==> src/hdl/thick_line_pixel_generator_top_assert.svh <==
// Assertion macros for the thick line pixel generator.
`ifndef THICK_LINE_PIXEL_GENERATOR_TOP_ASSERT_SVH
`define THICK_LINE_PIXEL_GENERATOR_TOP_ASSERT_SVH
`ifndef SYNTHESIS
`define TLPG_ASSERT_SAME(lbl, ante, cons) \
  lbl: assert property (@(posedge clk) disable iff (!rst_n) (ante) |-> (cons)) \
    else $error("tlpg assertion failed");
`define TLPG_ASSERT_NEXT(lbl, ante, cons) \
  lbl: assert property (@(posedge clk) disable iff (!rst_n) (ante) |=> (cons)) \
    else $error("tlpg assertion failed");
`else
`define TLPG_ASSERT_SAME(lbl, ante, cons)
`define TLPG_ASSERT_NEXT(lbl, ante, cons)
`endif
`endif

==> src/hdl/tlpg_pkg.sv <==
// Types and constants shared by the thick line pixel generator modules.
package tlpg_pkg;

  localparam int COORD_BITS = 10;
  localparam int THICK_BITS = 6;
  localparam int PIX_BITS   = COORD_BITS + 1;
  localparam int ERR_BITS   = COORD_BITS + 2;
  localparam int COLOR_BITS = 8;

  localparam logic MODE_START   = 1'b0;
  localparam logic MODE_ADVANCE = 1'b1;

  typedef struct packed {
    logic                  mode;
    logic [COORD_BITS-1:0] x_start;
    logic [COORD_BITS-1:0] y_start;
    logic [COORD_BITS-1:0] x_end;
    logic [COORD_BITS-1:0] y_end;
    logic [THICK_BITS-1:0] thickness;
    logic [COLOR_BITS-1:0] color_in;
  } in_item_t;

  typedef struct packed {
    logic                  pixel_valid;
    logic [PIX_BITS-1:0]   pixel_x;
    logic [PIX_BITS-1:0]   pixel_y;
    logic [COLOR_BITS-1:0] pixel_color;
    logic                  last;
  } out_item_t;

  typedef struct packed {
    logic                  busy;
    logic [COLOR_BITS-1:0] line_color;
  } core_status_t;

endpackage

==> src/hdl/tlpg_core.sv <==
// Line state registers and the per-transfer Bresenham step with thickness offsets.
module tlpg_core (
  input  logic                 clk,
  input  logic                 rst_n,
  input  logic                 step_en,
  input  tlpg_pkg::in_item_t   item,
  output tlpg_pkg::out_item_t  result,
  output tlpg_pkg::core_status_t status
);

  localparam int CB = tlpg_pkg::COORD_BITS;
  localparam int TB = tlpg_pkg::THICK_BITS;
  localparam int PB = tlpg_pkg::PIX_BITS;
  localparam int EB = tlpg_pkg::ERR_BITS;
  localparam int KB = tlpg_pkg::COLOR_BITS;

  logic [CB-1:0]        cur_x_r, cur_x_nxt, cur_y_r, cur_y_nxt;
  logic [CB-1:0]        target_x_r, target_x_nxt, target_y_r, target_y_nxt;
  logic [CB-1:0]        delta_x_r, delta_x_nxt, delta_y_r, delta_y_nxt;
  logic                 step_x_neg_r, step_x_neg_nxt, step_y_neg_r, step_y_neg_nxt;
  logic signed [EB-1:0] err_r, err_nxt;
  logic [TB-1:0]        offset_r, offset_nxt;
  logic [TB-1:0]        thick_r, thick_nxt;
  logic [KB-1:0]        color_r, color_nxt;
  logic                 x_major_r, x_major_nxt;
  logic                 busy_r, busy_nxt;

  logic [CB-1:0]        dx_new, dy_new;
  logic [TB:0]          off_inc;
  logic                 point_done, at_end, move_x, move_y;
  logic signed [EB:0]   e2, dx_s, dy_s;
  logic signed [EB-1:0] err_adj;
  logic [PB-1:0]        off_ext;

  always_comb begin
    dx_new = (item.x_end >= item.x_start) ? item.x_end - item.x_start
                                          : item.x_start - item.x_end;
    dy_new = (item.y_end >= item.y_start) ? item.y_end - item.y_start
                                          : item.y_start - item.y_end;

    off_inc    = {1'b0, offset_r} + {{TB{1'b0}}, 1'b1};
    point_done = (off_inc >= {1'b0, thick_r});
    at_end     = (cur_x_r == target_x_r) && (cur_y_r == target_y_r);
    e2         = {err_r, 1'b0};
    dx_s       = $signed({3'b000, delta_x_r});
    dy_s       = $signed({3'b000, delta_y_r});
    move_x     = (e2 > -dy_s);
    move_y     = (e2 < dx_s);
    err_adj    = err_r - (move_x ? dy_s[EB-1:0] : '0) + (move_y ? dx_s[EB-1:0] : '0);
    off_ext    = {{(PB-TB){1'b0}}, offset_r};

    cur_x_nxt      = cur_x_r;
    cur_y_nxt      = cur_y_r;
    target_x_nxt   = target_x_r;
    target_y_nxt   = target_y_r;
    delta_x_nxt    = delta_x_r;
    delta_y_nxt    = delta_y_r;
    step_x_neg_nxt = step_x_neg_r;
    step_y_neg_nxt = step_y_neg_r;
    err_nxt        = err_r;
    offset_nxt     = offset_r;
    thick_nxt      = thick_r;
    color_nxt      = color_r;
    x_major_nxt    = x_major_r;
    busy_nxt       = busy_r;
    result         = '0;

    if (item.mode == tlpg_pkg::MODE_START) begin
      cur_x_nxt      = item.x_start;
      cur_y_nxt      = item.y_start;
      target_x_nxt   = item.x_end;
      target_y_nxt   = item.y_end;
      delta_x_nxt    = dx_new;
      delta_y_nxt    = dy_new;
      step_x_neg_nxt = !(item.x_start < item.x_end);
      step_y_neg_nxt = !(item.y_start < item.y_end);
      err_nxt        = $signed({2'b00, dx_new}) - $signed({2'b00, dy_new});
      offset_nxt     = '0;
      thick_nxt      = item.thickness;
      color_nxt      = item.color_in;
      x_major_nxt    = (dx_new > dy_new);
      busy_nxt       = (item.thickness != '0);
    end else if (busy_r) begin
      result.pixel_valid = 1'b1;
      result.pixel_x     = {1'b0, cur_x_r} + (x_major_r ? '0 : off_ext);
      result.pixel_y     = {1'b0, cur_y_r} + (x_major_r ? off_ext : '0);
      result.pixel_color = color_r;
      result.last        = point_done && at_end;
      offset_nxt         = off_inc[TB-1:0];
      if (point_done) begin
        offset_nxt = '0;
        if (at_end) begin
          busy_nxt = 1'b0;
        end else begin
          err_nxt = err_adj;
          if (move_x) cur_x_nxt = step_x_neg_r ? cur_x_r - CB'(1) : cur_x_r + CB'(1);
          if (move_y) cur_y_nxt = step_y_neg_r ? cur_y_r - CB'(1) : cur_y_r + CB'(1);
        end
      end
    end
  end

  always_ff @(posedge clk) begin
    if (!rst_n) begin
      cur_x_r      <= '0;
      cur_y_r      <= '0;
      target_x_r   <= '0;
      target_y_r   <= '0;
      delta_x_r    <= '0;
      delta_y_r    <= '0;
      step_x_neg_r <= 1'b0;
      step_y_neg_r <= 1'b0;
      err_r        <= '0;
      offset_r     <= '0;
      thick_r      <= '0;
      color_r      <= '0;
      x_major_r    <= 1'b0;
      busy_r       <= 1'b0;
    end else if (step_en) begin
      cur_x_r      <= cur_x_nxt;
      cur_y_r      <= cur_y_nxt;
      target_x_r   <= target_x_nxt;
      target_y_r   <= target_y_nxt;
      delta_x_r    <= delta_x_nxt;
      delta_y_r    <= delta_y_nxt;
      step_x_neg_r <= step_x_neg_nxt;
      step_y_neg_r <= step_y_neg_nxt;
      err_r        <= err_nxt;
      offset_r     <= offset_nxt;
      thick_r      <= thick_nxt;
      color_r      <= color_nxt;
      x_major_r    <= x_major_nxt;
      busy_r       <= busy_nxt;
    end
  end

  assign status.busy       = busy_r;
  assign status.line_color = color_r;

endmodule

==> src/hdl/thick_line_pixel_generator_top.sv <==
// Top level of the thick line pixel generator: handshake and result register.
// Each input transfer yields exactly one result in the next cycle: an invalid one for a
// start item or for an advance item after the line ends, else one pixel. One transfer per
// cycle is sustained unless out_stall holds the result: the line state (point, error
// term, offset count) steps per transfer; the result register refills in the cycle it drains.
module thick_line_pixel_generator_top (
  input  logic                clk,
  input  logic                rst_n,
  input  logic                in_valid,
  output logic                in_stall,
  input  tlpg_pkg::in_item_t  in_data,
  output logic                out_valid,
  input  logic                out_stall,
  output tlpg_pkg::out_item_t out_data
);

  `include "thick_line_pixel_generator_top_assert.svh"

  logic                   out_valid_r;
  tlpg_pkg::out_item_t    out_data_r;
  tlpg_pkg::out_item_t    step_result;
  tlpg_pkg::core_status_t core_status;
  logic                   in_xfer;
  logic                   start_xfer;
  logic                   pixel_out;

  assign in_stall = out_valid_r && out_stall;
  assign in_xfer  = in_valid && !in_stall;

  tlpg_core u_core (
    .clk    (clk),
    .rst_n  (rst_n),
    .step_en(in_xfer),
    .item   (in_data),
    .result (step_result),
    .status (core_status)
  );

  always_ff @(posedge clk) begin
    if (!rst_n) begin
      out_valid_r <= 1'b0;
    end else if (in_xfer) begin
      out_valid_r <= 1'b1;
    end else if (!out_stall) begin
      out_valid_r <= 1'b0;
    end
  end

  always_ff @(posedge clk) begin
    if (in_xfer) begin
      out_data_r <= step_result;
    end
  end

  assign out_valid = out_valid_r;
  assign out_data  = out_data_r;

  assign start_xfer = in_xfer && (in_data.mode == tlpg_pkg::MODE_START);
  assign pixel_out  = out_valid_r && out_data_r.pixel_valid;

  // a start transfer always produces an empty result
  `TLPG_ASSERT_NEXT(a_start_invalid, start_xfer, out_valid_r && !out_data_r.pixel_valid)
  // the last pixel leaves the line finished
  `TLPG_ASSERT_SAME(a_last_idle, pixel_out && out_data_r.last, !core_status.busy)
  // pixels carry the stored line color
  `TLPG_ASSERT_SAME(a_color_match, pixel_out, out_data_r.pixel_color == core_status.line_color)

endmodule
==> config.mk <==
export PLATFORM = sky130hd
export DESIGN_NAME = thick_line_pixel_generator_top
export DESIGN_NICKNAME = d
export VERILOG_FILES = /design/src/hdl/tlpg_pkg.sv /design/src/hdl/tlpg_core.sv /design/src/hdl/thick_line_pixel_generator_top.sv
export VERILOG_INCLUDE_DIRS = /design/src /design/src/hdl
export SDC_FILE = /design/constraint.sdc
export NUM_CORES = 1
export LEC_CHECK = 0
export BUFFER_PORTS_ARGS = -buffer_cell sky130_fd_sc_hd__buf_2
export CAP_MARGIN = 10
export CORE_MARGIN = 4
export CORE_UTILIZATION = 30
export DETAILED_ROUTE_END_ITERATION = 16
export GPL_ROUTABILITY_DRIVEN = 0
export HOLD_SLACK_MARGIN = 0.12
export PLACE_DENSITY = 0.57
export SLEW_MARGIN = 20
export SYNTH_ARGS = -nofsm -noshare
export SYNTH_HDL_FRONTEND = slang
export SYNTH_HIERARCHICAL = 1
export SYNTH_SLANG_ARGS = --single-unit
==> constraint.sdc <==
create_clock -name clk -period 4.45 [get_ports clk]
set_input_delay 0.445 -clock clk [delete_from_list [all_inputs] [get_ports clk]]
set_output_delay 0.445 -clock clk [all_outputs]
set_load 0.005 [all_outputs]
-- Word level (Yosys, flattened, before mapping)
Index checks and enable logic that the tools add are counted.
- flip-flop bits (word level): 129
- bits of input ports: 59
- equality and inequality tests: 8
- magnitude comparators: 8
- reductions and logical operators: 14
- mux-type cells: 32
- add/sub/neg operators: 15
- bitwise logic cells: 1
- operators with widths (operator ; number):
    10-bit 2-to-1 mux ; 16
    12-bit 2-to-1 mux ; 4
    10-bit subtractor ; 4
    32-bit 2-to-1 mux ; 1
    6-bit 2-to-1 mux ; 5
    10-bit by 11-bit adder with 11-bit output ; 2
    10-bit by 1-bit adder with 10-bit output (second input constant) ; 2
    10-bit equality test ; 2
    10-bit greater-or-equal comparator ; 2
    10-bit < comparator ; 2
    10-bit by 1-bit subtractor with 10-bit output (second input constant) ; 2
    13-bit greater-than comparator ; 1
    13-bit by 11-bit < comparator with 1-bit output ; 1
    10-bit negation with 13-bit output ; 1
    12-bit adder ; 1
    12-bit subtractor ; 1
    10-bit by 10-bit subtractor with 11-bit output ; 1
    10-bit greater-than comparator ; 1
    2-bit by 1-bit != test with 1-bit output (second input constant) ; 5
    5-bit AND reduction ; 2
    6-bit by 1-bit adder with 7-bit output (second input constant) ; 1
    7-bit by 6-bit greater-or-equal comparator with 1-bit output ; 1
    1-bit 2-to-1 mux ; 6
    2-bit AND reduction ; 3
    6 further kinds ; 11

-- Logic depth before layout (Yosys ltp)
Gate-level depths: netlist (run 1).
- depth in word-level cells: 9
- depth in mapped cells: 23
- mapped depth without buffers: 22

-- Hierarchy
Netlist (run 1), hierarchy kept.
- by module, submodules not included (module ; cells an instance ; area an instance (um^2) ; seq. area each (um^2) ; instances):
    tlpg_core ; 1240 ; 9451.6 ; 1921.8 ; 1
    thick_line_pixel_generator_top ; 36 ; 1003.5 ; 980.9 ; 1

-- Worst setup path after synthesis (run 1)
OpenSTA, ideal clock, no wires.
- path type: reg2reg
- from: register u_core.delta_y_r[2]
- to: register u_core.err_r[11]
- data arrival time: 4.447 ns
- setup slack: -0.071 ns
- required time: 4.376 ns
- stages on the path, launching flop included: 22
- cells stage by stage: dfxtp_1 -> nor4_1 -> nand2_1 -> o41ai_1 -> o21ai_0 -> ha_1 -> nand2_1 -> nor3_1 -> o21ai_0 -> a31oi_1 -> clkbuf_1 -> and2_1 -> fa_1 -> inv_1 -> ha_1 -> a21oi_1 -> o2111ai_1 -> a21o_1 -> a2bb2oi_1 -> a2111oi_0 -> o21ai_1 -> a31oi_1
- cells in the longest elaborated chain, start to end: 9
- ends and longest elaborated chain (what ; line ; text):
    start: declaration ; tlpg_core.sv:19 ; logic [CB-1:0] delta_x_r, delta_x_nxt, delta_y_r, delta_y_nxt;
    start signal: assignment ; tlpg_core.sv:125 ; delta_y_r <= delta_y_nxt;
    10-bit negation with 13-bit output ; tlpg_core.sv:47 ; move_x = (e2 > -dy_s);
    13-bit greater-than comparator ; tlpg_core.sv:47 ;
    10-bit 2-to-1 mux * ; tlpg_core.sv:49 ; err_adj = err_r - (move_x ? dy_s[EB-1:0] : '0) + (move_y ? dx_s[EB-1:0] : '0);
    12-bit subtractor * ; tlpg_core.sv:49 ;
    12-bit adder * ; tlpg_core.sv:49 ;
    12-bit 2-to-1 mux * ; tlpg_core.sv:92 ; if (at_end) begin
    12-bit 2-to-1 mux * ; tlpg_core.sv:90 ; if (point_done) begin
    12-bit 2-to-1 mux * ; tlpg_core.sv:83 ; end else if (busy_r) begin
    12-bit 2-to-1 mux * ; tlpg_core.sv:68 ; if (item.mode == tlpg_pkg::MODE_START) begin
    end signal: assignment ; tlpg_core.sv:128 ; err_r <= err_nxt;
    end: declaration ; tlpg_core.sv:21 ; logic signed [EB-1:0] err_r, err_nxt;
Mark *: on every way between the ends. The rest lies on a longest branch, timed or not. The select of a mux whose other input is x is not followed.
A chain may end at the register's enable or synchronous reset.

-- Worst setup path after layout (run 1)
Ends and elaborated chain as after synthesis.

==> metrics.txt, run 1 <==
result of the run finished with violations; violations in the final reports negative setup slack; Placement Cell Area roughly 12000 um^2; clock sink count between 100 and 150; mapped cell area between 10000 and 15000 um^2; Worst Path Arrival between 4 and 5 ns; routing usage on met1 a little over a fifth; Leakage 5.52 nW; Starting DRT DRC Count approximately 500; instance count of the mapped netlist ~1300; Starting Density ~30%; Layout Skew around 0.013 ns; clock tree buffer depth 2; post-layout minimum cycle time roughly 4.5 ns; number of cells traversed by the worst hold path 2; worst-path maximum fanout 5; Max stage delay cell, worst path sky130_fd_sc_hd__fa_1; clock buffer count from CTS 17; DP Cell Count 1828; die height 195 um; hold buffers post-CTS 0; register-to-register path setup slack -0.08 ns; post-synth net total approximately 1500; reg-to-reg critical path endpoint u_core/err_r[11]; global routing's busiest layer met2; series of cell instances along the critical path nor4_4, nand2_2, buf_4, xnor2_1, ha_1, a211oi_2, nor2_1, o31ai_2, a31oi_2, buf_4, and2_4, fa_1, inv_2, ha_4, nand3_2, o2111ai_2, a21o_1, a2bb2oi_2, buf_4, and4_1, o21ai_1, a31oi_1; start of the worst register-to-register path u_core/delta_y_r[2]; highest clock rate 221 MHz; DIE AREA roughly 38000 um^2; initial antenna violation count 1; Post-Layout Cell Count 1869; post-DR vias/cell about 5; maximum vdd ir drop 0.189 mV; grt met2 use around 26%; largest stage delay on the critical path ~0.51 ns; Required @ worst endpoint 4.80 ns; hold path endpoint out_valid; Die Span X 195 um; critical path startpoint category register; total DRC errors in the routed layout 0; origin of the worst min-delay path in_valid; worst min-delay path category in2reg; Root Buffer Master sky130_fd_sc_hd__clkbuf_16; buffering stage count on the worst path with inverters included 4; met3 usage in global routing approximately 3%; Critical Path Sink Type register; TritonCTS clock tree built; Remaining Overflow, GRT 0; portion of the clock cycle consumed by the worst path in the final layout 102%; DRT antenna net count 0; first-pass GRT wire length about 49000 um; Final Hold Vio Count 0; final core utilization 36.6%; Worst Path Class, Setup reg2reg; layout cell share with drive strength beyond 1 roughly 18%; final worst-path setup slack -0.0824 ns; Global Route Usage Sum 16.1%; vias in the first global route 9049; final total power approximately 5.2 mW; power per standard cell area 412 nW/um^2; largest net degree at the start of global routing 52; # diodes 0; Final nets 1599; CTS clk-pin slew, worst paths 0.06 ns; hpwl dp 24100 um; total of max-cap violations 0; Area growth, synth to finish 20.7%; via count of the routed design 9318; number of detailed-route iterations in the first pass 5; Mean Syn Cell Area ~8.2 um^2; number of input and output port buffers inserted between 90 and 100; number of warnings issued by yosys 6; most numerous cell on the critical path sky130_fd_sc_hd__buf_4; final routed wirelength across all metal layers slightly above 30000 um; count of boundary I/O pins 93; number of cell instances on the worst register-to-register path 22; RSZ-0062 raised after global routing true; H-tree lvl count 4; post-route cell area 12600 um^2; Clk Latency, worst-skew pair 0.43 ns; average wire per cell in the routed design ~17 um; Slew Viols, Final 0; number of setup violations in the final report 3; Worst-Margin Slew approximately 0.88 ns; row cnt 68; max-slew headroom at the worst pin between 40% and 50%; area of the placeable core 34500 um^2; cell class contributing the biggest share of worst-path delay compound AO/OA/AOI/OAI gates
## state kept, by name (all words and copies together) (netlist names), 6 cells and up
name and flops:
u_core/target_y_r 10, out_data 32, u_core/color_r 8, u_core/target_x_r 10, u_core/cur_x_r 10, u_core/err_r 12, u_core/thick_r 6, u_core/delta_x_r 10
u_core/cur_y_r 10, u_core/offset_r 6, u_core/delta_y_r 10
## power by group
| group | switching (mW) | leakage [nW] | internal, mW | total (mW) |
|---|---|---|---|---|
| sequential | 0.0943 | 1.12 | 1.29 | 1.38 |
| clock | 0.534 | 0.271 | 0.875 | 1.41 |
| combinational | 1.28 | 4.13 | 1.12 | 2.40 |
## metal layers
metal  up-vias  routed length, um
met5         -                 12
met4         2                718
met3        45               1470
met2       205              14000
met1      4358              14800
li1       4708                  -
## cells in the final DEF (no fill, tap or decap), types with 24 or more instances in the layout
| cell type | n |
|---|---|
| sky130_fd_sc_hd__a21oi_1 | 115 |
| sky130_fd_sc_hd__buf_2 | 92 |
| sky130_fd_sc_hd__buf_4 | 67 |
| sky130_fd_sc_hd__dfxtp_1 | 95 |
| sky130_fd_sc_hd__edfxtp_1 | 32 |
| sky130_fd_sc_hd__ha_1 | 113 |
| sky130_fd_sc_hd__inv_1 | 115 |
| sky130_fd_sc_hd__mux2i_1 | 24 |
| sky130_fd_sc_hd__nand2_1 | 126 |
| sky130_fd_sc_hd__nor2_1 | 116 |
| sky130_fd_sc_hd__nor3_1 | 30 |
| sky130_fd_sc_hd__o21ai_0 | 34 |
| sky130_fd_sc_hd__xnor2_1 | 64 |
## layout make-up
cell class              count  area [um^2]
multi-input cells         973         7120
well taps                 455          569
clock inverters            11          139
clock buffers              21          440
fillers                  3547        21900
repair buffers            160          983
flip-flops and latches    129         2910
inverters                 120          450
## what timing repair did
action | 4_1_cts | 5_1_grt
endpoints found under the hold margin | 0 | 0
resized for setup | 26 | 28
endpoints found under the setup margin | 6 | 8
gates cloned | 0 | 0
pin swaps | 19 | 33
buffers inserted | 3 | 6
## how the worst max path moves through the flow
stage                     cells after the start                to           startpoint  slack [ns]
after global placement                       20  u_core/err_r[11]  u_core/delta_y_r[2]       -0.35
after floorplan                              21  u_core/err_r[11]  u_core/delta_y_r[2]        0.02
final                                        22  u_core/err_r[11]  u_core/delta_y_r[2]       -0.08
after detailed placement                     20  u_core/err_r[11]  u_core/delta_y_r[2]       -0.36
after global routing                         22  u_core/err_r[11]  u_core/delta_y_r[2]       -0.33
after CTS                                    22  u_core/err_r[10]  u_core/delta_y_r[5]       0.008
## through the flow
step	TNS [ns]	worst slack, ns	hold WS (ns)
5_1_grt	-1.46	-0.332	0.229
3_3_place_gp	-0.847	-0.351	0.438
3_5_place_dp	-1.09	-0.360	0.447
4_1_cts	0	0.00751	0.228
6_report	-0.113	-0.0824	0.248
2_1_floorplan	0	0.0186	0.432
(Power assumes the default switching activity.)
==> inputs of run 2 (changes only) <==
- SETUP_SLACK_MARGIN: unset -> 0.02
==> run 2 against run 1 <==
Net effect:
- the run now ends clean
- sequential share of layout area shrank 0.13 points
- critical endpoint unchanged
- fmax grew 2.2%
- final area grew 0.52%
- clock-buffer cell count shrank 3
- clock power shrank 6%
- clock skew shrank 0.0060 ns
- largest cell class unchanged
- highest routed layer unchanged
- sequential power is essentially flat
==> metrics.txt, run 2 (same netlist as run 1, synthesis figures left out) <==
most numerous cell on the critical path sky130_fd_sc_hd__buf_6; layout cell share with drive strength beyond 1 18.4%; hold buffers post-CTS 0; RSZ-0062 raised after global routing true; largest stage delay on the critical path slightly below 0.5 ns; total of max-cap violations 0; Setup Slack @ Placement -0.263 ns; TritonCTS clock tree built; commonest cells after routing, fill and taps aside 126 x sky130_fd_sc_hd__nand2_1, 117 x sky130_fd_sc_hd__a21oi_1, 114 x sky130_fd_sc_hd__nor2_1, 111 x sky130_fd_sc_hd__inv_1, 110 x sky130_fd_sc_hd__ha_1; row cnt between 60 and 70; max-slew headroom at the worst pin 29.1%; number of input and output port buffers inserted 92; grt met2 use 26.8%; Max stage delay cell, worst path sky130_fd_sc_hd__fa_1; Slew Viols, Final 0; H-tree lvl count 4; # diodes 0; Final Hold Vio Count 0; Remaining Overflow, GRT 0; global routing's busiest layer met2; average wire per cell in the routed design 17.0 um; series of cell instances along the critical path nor4_4, nand2_2, buf_6, nor2_4, xor2_1, ha_1, o21ai_1, nor2_1, o31ai_2, a31oi_4, buf_6, buf_4, and2_4, fa_1, inv_2, ha_4, a21oi_2, o21ai_4, a2bb2oi_4, buf_6, and4_1, o21ai_1, a31oi_1; die height 195 um; most common cell after layout, fill and taps aside sky130_fd_sc_hd__nand2_1; initial antenna violation count 1; Worst Path Class, Setup reg2reg; DRT antenna net count 0; clock tree buffer depth 2; power per standard cell area around 410 nW/um^2; met3 usage in global routing about 2.7%; count of boundary I/O pins a little over 90; total DRC errors in the routed layout 0; CTS clk-pin slew, worst paths approximately 0.060 ns; Starting DRT DRC Count roughly 590; flip-flop count of the largest register after layout 32; final worst-path setup slack approximately 0.017 ns; area of the placeable core between 30000 and 40000 um^2; critical path startpoint category register; result of the run complete, no violations; Global Route Usage Sum about 16%; Starting Density 30.3%; hpwl dp approximately 24000 um; Area growth, synth to finish 21.3%; Clk Latency, worst-skew pair around 0.43 ns; DIE AREA ~38000 um^2; buffering stage count on the worst path with inverters included 5; Worst-Margin Slew about 1.1 ns; setup TNS 0 ns; vias in the first global route between 9000 and 10000; post-DR vias/cell around 5.0; Root Buffer Master sky130_fd_sc_hd__clkbuf_16; routing usage on met1 between 20% and 30%; cell class contributing the biggest share of worst-path delay compound AO/OA/AOI/OAI gates; number of detailed-route iterations in the first pass 5; first-pass GRT wire length roughly 50000 um; Required @ worst endpoint just under 5 ns; clock buffer count from CTS 17; Critical Path Sink Type register; number of setup violations in the final report 0; Worst Path Arrival approximately 4.8 ns; final routed wirelength across all metal layers 31700 um; maximum vdd ir drop around 0.26 mV; highest clock rate 226 MHz; Final nets around 1600; via count of the routed design about 9400; worst min-delay path category in2reg; post-layout minimum cycle time about 4.4 ns; Layout Skew ~0.0070 ns; worst-path maximum fanout 7; Die Span X 195 um; largest net degree at the start of global routing 52; Leakage 5.50 nW; clock sink count 129; portion of the clock cycle consumed by the worst path in the final layout about 100%
run 2: timing repair:
action,in CTS,in global routing
setup buffers,1,5
gates resized for setup,17,62
pin swaps,5,45
endpoints found under the setup margin,6,8
run 2: layout make-up:
type                    count  area [um^2]
fillers                  3548        21800
multi-input cells         973         7260
flip-flops and latches    129         2900
repair buffers            153          942
well taps                 455          569
inverters                 120          450
clock buffers              18          429
clock inverters            14          119
run 2: worst register-to-register path: cells and delay by family, from the launching register on:
kind	cells	cell delay, ns
compound gates	8	1.30
fa+ha+maj	3	1.04
simple gates	6	0.91
buf+inv	5	0.62
flops	1	0.33
xor+xnor	1	0.15
run 2: metal layers:
layer	vias to the layer above	routed length (um)	share of wire, %
met4	2	520	1.6
met1	4400	15000	47
met3	39	1470	4.6
met2	217	14800	46
li1	4699	-	-
met5	-	7	0.022
run 2: final timing paths:
path                                           from                 to  slack, ns  depth (start not counted)
worst max register to register  u_core/delta_y_r[2]   u_core/err_r[11]       0.02                         23
worst min register to register    u_core/color_r[3]  u_core/color_r[3]       0.46                          2
worst max-delay path            u_core/delta_y_r[2]   u_core/err_r[11]       0.02                         23
worst min-delay path                       in_valid          out_valid       0.26                          2
run 2: stage by stage:
| step | power (mW) | std cells | cell area (um^2) | hold WS, ns | utilization [%] |
|---|---|---|---|---|---|
| 6_report | 5.24 | 1862 | 12700 | 0.260 | 36.8 |
| 4_1_cts | 4.90 | 1857 | 12300 | 0.243 | 35.7 |
| 5_1_grt | 5.57 | 1862 | 12700 | 0.257 | 36.8 |
| 3_5_place_dp | 3.50 | 1824 | 11700 | 0.448 | 33.9 |
| 3_3_place_gp | 3.46 | 1824 | 11700 | 0.438 | 33.9 |
| 2_1_floorplan | 2.81 | 1275 | 10500 | 0.432 | - |
run 2: power by group:
part / total, mW / switching, mW / internal [mW]
logic: 2.53 / 1.35 / 1.19
registers: 1.38 / 0.0960 / 1.29
clock network: 1.33 / 0.561 / 0.764
